`config.mk`:
```
export PLATFORM = sky130hd
export DESIGN_NAME = elfh_mod_unit
export DESIGN_NICKNAME = d
export VERILOG_FILES = /design/src/hdl/elfh_pkg.sv /design/src/hdl/elfh_mod_unit.sv
export SDC_FILE = /design/constraint.sdc
export NUM_CORES = 1
export LEC_CHECK = 0
export BUFFER_PORTS_ARGS = -buffer_cell sky130_fd_sc_hd__clkbuf_2
export CAP_MARGIN = 20
export CORE_ASPECT_RATIO = 1.2
export CORE_MARGIN = 3
export CORE_UTILIZATION = 45
export CTS_CLUSTER_DIAMETER = 60
export CTS_CLUSTER_SIZE = 12
export DETAILED_ROUTE_END_ITERATION = 7
export PLACE_DENSITY = 0.64
export REMOVE_ABC_BUFFERS = 1
export SLEW_MARGIN = 20
export SYNTH_ARGS = -nofsm -noshare
export SYNTH_HDL_FRONTEND = slang
export SYNTH_SLANG_ARGS = --single-unit
```
`constraint.sdc`:
```
create_clock -name clk -period 2.55 [get_ports clk]
set_input_delay 0.255 -clock clk [delete_from_list [all_inputs] [get_ports clk]]
set_output_delay 0.255 -clock clk [all_outputs]
set_load 0.02 [all_outputs]
```
`src/hdl/elfh_pkg.sv`:
```
// Shared types, codes and constants for the ELF SysV hash table builder.
// Depends on nothing; every other file in hdl/ refers to it by scoped names.
package elfh_pkg;

    // Field widths fixed by the item formats
    localparam int unsigned HASH_W  = 28;
    localparam int unsigned SLOT_W  = 13;
    localparam int unsigned WORD_W  = 17;
    localparam int unsigned TOTAL_W = 16;
    localparam int unsigned COUNT_W = 16;
    localparam int unsigned STEP_W  = 5;

    // Request function codes
    localparam logic [1:0] FUNC_BYTE  = 2'd0;
    localparam logic [1:0] FUNC_END   = 2'd1;
    localparam logic [1:0] FUNC_READ  = 2'd2;
    localparam logic [1:0] FUNC_START = 2'd3;

    // Result kind codes
    localparam logic [1:0] KIND_HEADER = 2'd0;
    localparam logic [1:0] KIND_CHAIN  = 2'd1;
    localparam logic [1:0] KIND_HEAD   = 2'd2;

    localparam logic [TOTAL_W-1:0] TOTAL_RESET = 16'd16;

    // Stepped prime table for the bucket count
    localparam int unsigned PRIME_N = 16;
    localparam logic [COUNT_W-1:0] PRIMES [PRIME_N] = '{
        16'd1, 16'd3, 16'd17, 16'd37, 16'd67, 16'd97, 16'd131, 16'd197,
        16'd263, 16'd521, 16'd1031, 16'd2053, 16'd4099, 16'd8209,
        16'd16411, 16'd32771
    };

    typedef struct packed {
        logic [1:0]        func;
        logic [7:0]        name_byte;
        logic [SLOT_W-1:0] read_slot;
    } cmd_t;

    typedef struct packed {
        logic [1:0]        kind;
        logic [WORD_W-1:0] word_value;
        logic [WORD_W-1:0] chain_total;
        logic [HASH_W-1:0] hash_value;
        logic [SLOT_W-1:0] slot_used;
        logic              error_flag;
    } result_t;

    // Request to the remainder unit
    typedef struct packed {
        logic               go;
        logic [HASH_W-1:0]  dividend;
        logic [COUNT_W-1:0] divisor;
    } mod_req_t;

    // Control toward the bucket store
    typedef struct packed {
        logic clear_go;
        logic rd_en;
        logic wr_en;
    } store_ctl_t;

    // Pick the largest table prime reached by total, capped at depth
    function automatic logic [COUNT_W-1:0] pick_buckets(
        input logic [TOTAL_W-1:0] total,
        input int unsigned        depth
    );
        logic [COUNT_W-1:0] n;
        n = PRIMES[0];
        for (int i = 1; i < PRIME_N; i++) begin
            if ({16'd0, total} >= 32'(PRIMES[i]) && 32'(PRIMES[i]) <= depth)
            begin
                n = PRIMES[i];
            end
        end
        return n;
    endfunction

endpackage

```
`src/hdl/elfh_mod_unit.sv`:
```
// Iterative remainder unit: hash modulo bucket count, one quotient bit per cycle.
// Depends on elfh_pkg for widths and the request struct.
module elfh_mod_unit (
    input  logic                                clk,
    input  logic                                rst_n,
    input  elfh_pkg::mod_req_t                  req,
    output logic                                done,
    output logic [elfh_pkg::COUNT_W-1:0]        remainder
);

    logic [elfh_pkg::COUNT_W-1:0] rem_reg, rem_next;
    logic [elfh_pkg::HASH_W-1:0]  dvd_reg, dvd_next;
    logic [elfh_pkg::COUNT_W-1:0] dvs_reg, dvs_next;
    logic [elfh_pkg::STEP_W-1:0]  cnt_reg, cnt_next;
    logic                         busy_reg, busy_next;
    logic                         done_reg, done_next;
    logic [elfh_pkg::COUNT_W:0]   trial;

    // Shift in the next dividend bit and compare against the divisor
    assign trial = {rem_reg, dvd_reg[elfh_pkg::HASH_W-1]};

    always_comb
    begin
        rem_next  = rem_reg;
        dvd_next  = dvd_reg;
        dvs_next  = dvs_reg;
        cnt_next  = cnt_reg;
        busy_next = busy_reg;
        done_next = 1'b0;
        if (req.go)
        begin
            rem_next  = '0;
            dvd_next  = req.dividend;
            dvs_next  = req.divisor;
            cnt_next  = elfh_pkg::STEP_W'(elfh_pkg::HASH_W - 1);
            busy_next = 1'b1;
        end
        else if (busy_reg)
        begin
            // Subtract when the partial remainder reaches the divisor
            if (trial >= {1'b0, dvs_reg})
            begin
                rem_next = elfh_pkg::COUNT_W'(trial - {1'b0, dvs_reg});
            end
            else
            begin
                rem_next = trial[elfh_pkg::COUNT_W-1:0];
            end
            dvd_next = {dvd_reg[elfh_pkg::HASH_W-2:0], 1'b0};
            if (cnt_reg == '0)
            begin
                busy_next = 1'b0;
                done_next = 1'b1;
            end
            else
            begin
                cnt_next = cnt_reg - 1'b1;
            end
        end
    end

    always_ff @(posedge clk or negedge rst_n)
    begin
        if (!rst_n)
        begin
            busy_reg <= 1'b0;
            done_reg <= 1'b0;
            cnt_reg  <= '0;
        end
        else
        begin
            busy_reg <= busy_next;
            done_reg <= done_next;
            cnt_reg  <= cnt_next;
        end
    end

    always_ff @(posedge clk)
    begin
        rem_reg <= rem_next;
        dvd_reg <= dvd_next;
        dvs_reg <= dvs_next;
    end

    assign done      = done_reg;
    assign remainder = rem_reg;

endmodule

```
==> run_results.csv <==
group,metric,value,unit
power_and_ir_drop,power_frac_comb,41.0,%
power_and_ir_drop,power.internal,2.393,mW
clock_tree,cts_root_buf,"clkbuf_8",
timing,slew_violations,0,
worst_setup_path,crit_required,2.81,ns
timing,fin_skew,0.01623,ns
timing,slew_headroom,55.84,%
floorplan,io_pins,64,
floorplan,die_x,88.31,um
floorplan,die-height,104.8,um
worst_setup_path,cp_cell_sequence,"ha_1 -> a21o_1 -> a31oi_4 -> a21oi_2 -> o311a_4 -> or4_1 -> o311ai_1",
synth,synthTopCellsByArea,"edfxtp_1, dfxtp_1, mux2_2, ha_1, dfrtp_1",
placement,hpwl,5736,um
synth,yosysMostFrequentCell,"edfxtp_1",
cells_and_area,seq_area,1817,um2
worst_setup_path,worstSetupPathType,"flip-flop to flip-flop",
timing,fin_setup_tns,0,ns
clock_tree,cts_tree,"built",
worst_setup_path,r2r_cells,7,
worst_setup_path,path_depth,7,
cells_and_area,drive_above_1_share,33.42,%
worst_setup_path,crit_slowest_cell,"or4_1",
grt,gr-total-overflow,0,
cells_and_area,nNetsFinal,468,
worst_setup_path,critical_path.max_stage_delay,0.48,ns
grt,grt_pass1_vias,2701,
synth,yosys_warnings,0,
clock_tree,cts_buffers,9,
flow_run,cap_violations,0,
worst_setup_path,crit_family,"compound AO/OA/AOI/OAI gates",
cells_and_area,multi_input_area,1712,um2
synth,syn_area,3659,um2
grt,grt_max_degree,32,
grt,antenna_found_initial,0,
power_and_ir_drop,p_leak,1.879,nW
power_and_ir_drop,power,3.857,mW
synth,yosysSeqAreaShare,49.66,%
synth,synth-async-reset-ratio,10.45,%
status,status,"completed",
power_and_ir_drop,power.switching,1.464,mW
route,wire_per_inst,15.62,um
timing,hold_violations,0,
worst_setup_path,start_kind,"flip-flop",
timing,fin_crit_sh,94.40,%
synth,syn_inst,325,
worst_setup_path,critPathBufInv,0,
placement,pre_cts_ws,0.09765,ns
floorplan,coreArea,7795,um2
timing,rsz0062_at_grt,"no",
clock_tree,htreeDepth,3,
timing,timing.fmax,415.4,MHz
grt,grt_pass1_wl,12870,um
worst_setup_path,worstPathArrival,2.67,ns
synth,yosys-top-cells-count,"edfxtp_1, mux2_2, inv_1, nor2_1",
clock_tree,cts_buffer_depth,2,
route,ant_nets,0,
route,totalWireLength,7792,um
power_and_ir_drop,p_sw_share,37.96,%
worst_hold_path,hold_path.class,"primary input to flip-flop",
power_and_ir_drop,power_density,883.1,nW/um2
clock_tree,clk_latency,0.35,ns
synth,synth_top_area_cell,"edfxtp_1",
synth,syn_avg_cell_area,11.26,um2
floorplan,rows,35,
synth,yosys_register_bits,67,
worst_setup_path,cp_max_fo,9,
route,vias_per_cell,5.555,
synth,synth_edf_count,44,
grt,grt_util_all_layers,17.71,%
clock_tree,clkTransAtPathRegs,0.09,ns
cells_and_area,fillers,719,
placement,port-buffer-count,63,
power_and_ir_drop,power_frac_clock,21.0,%
timing,tightest_slew,0.6623,ns
timing,setup_ws,0.1428,ns
cells_and_area,largest_reg_flops,28,
timing,setup_violations,0,
route,vias,2772,
route,firstDrtPassIters,4,
route,drt_iter0_drc,198,
worst_hold_path,min_path_cells,1,
cells_and_area,num_antenna_cells,0,
synth,ys_types,57,
floorplan,start_util,46.93,%
worst_setup_path,worst_setup_path_end_kind,"flip-flop",
timing,period_needed,2.407,ns
clock_tree,clkSinkCount,67,
floorplan,fp.dieArea,9252,um2
synth,ys.flop_type,"edfxtp_1",
clock_tree,cts_setup_buffers,0,
timing,holdWs,0.07301,ns
route,drc_errors,0,
placement,place.gp.congestion,0.8397,
power_and_ir_drop,irDropWorstVdd,365.7,uV
synth,yosys.area.top_type_share,36.11,%
cells_and_area,area_delta_synth_final,19.39,%
power_and_ir_drop,pwr-share-seq,37.9,%
cells_and_area,fin_util,56.04,%
-- worst paths after layout --
path / start / to / slack, ns
setup / recovery: remainder[3] / remainder[2] / 0.14
min in group asynchronous: rst_n / cnt_reg[1] / 0.28
hold reg to reg: remainder[8] / remainder[8] / 0.52
setup reg to reg: remainder[3] / remainder[2] / 0.14
max in group asynchronous: rst_n / cnt_reg[4] / 2.11
hold / removal: req[13] / dvs_reg[13] / 0.07
-- what timing repair did --
item	CTS	global route
hold endpoints to repair	7	0
gates resized for setup	0	5
hold buffers	1	0
endpoints found under the setup margin	0	10
-- layout make-up --
class	count	area share, %
clock inverter	7	1.203
tap	92	2.635
timing repair buffer	81	10.66
clock buffer	9	2.836
multi-input combinational	221	39.19
inverter	22	1.891
sequential	67	41.59
-- per-layer routing --
metal	GRT usage [%]	vias to the layer above	wire, um	part of all wire (%)
met2	26.95	87	3776	48
li1	-	1377	-	-
met4	7.451	0	173	2.2
met3	6.073	14	552	7.1
met1	22.71	1294	3290	42
met5	0	-	0	0
-- cells by family after synthesis --
family	Yosys count	share of synthesized area, %
buffers and inverters	37	4.207
adders and majority gates	19	6.703
xor gates and xnor gates	12	2.873
DFF	67	49.66
muxes	28	8.584
AOI/OAI and AO/OA	76	16.11
and+or+nand+nor	86	11.87
-- worst register-to-register path: stages, from the launching register on --
cell and delay (ns):
dfxtp_1 0.35, ha_1 0.34, a21o_1 0.25, a31oi_4 0.23
a21oi_2 0.15, o311a_4 0.43, or4_1 0.48, o311ai_1 0.08
-- power by group through the flow --
stage | registers, mW | clock network (mW) | logic [mW]
6_report | 1.46 | 0.811 | 1.58
5_1_grt | 1.49 | 0.871 | 1.75
4_1_cts | 1.47 | 0.824 | 1.57
3_5_place_dp | 1.49 | 0 | 1.56
3_3_place_gp | 1.49 | 0 | 1.55
2_1_floorplan | 1.58 | 0 | 0.966
-- metrics by stage --
stage | instances | cell area, um2
finish | 499 | 4368
global route | 499 | 4368
CTS | 499 | 4344
detailed placement | 482 | 4158
global placement | 482 | 4158
floorplan | 310 | 3587
-- cell usage in the layout (no fill, tap or decap), drive strengths merged, types with 5 or more instances in the layout --
cell type,n
nand2,18
inv,24
ha,18
dfrtp,7
o21ai,18
clkbuf,72
mux2,27
xnor2,5
dfxtp,16
edfxtp,44
o211ai,5
nand3,12
buf,17
a21oi,13
nor2,22
a31oi,6
nand2b,5
a311oi,9
nor3,6
a21o,5
xor2,7
Note: power is estimated with default switching activity, not from simulation.
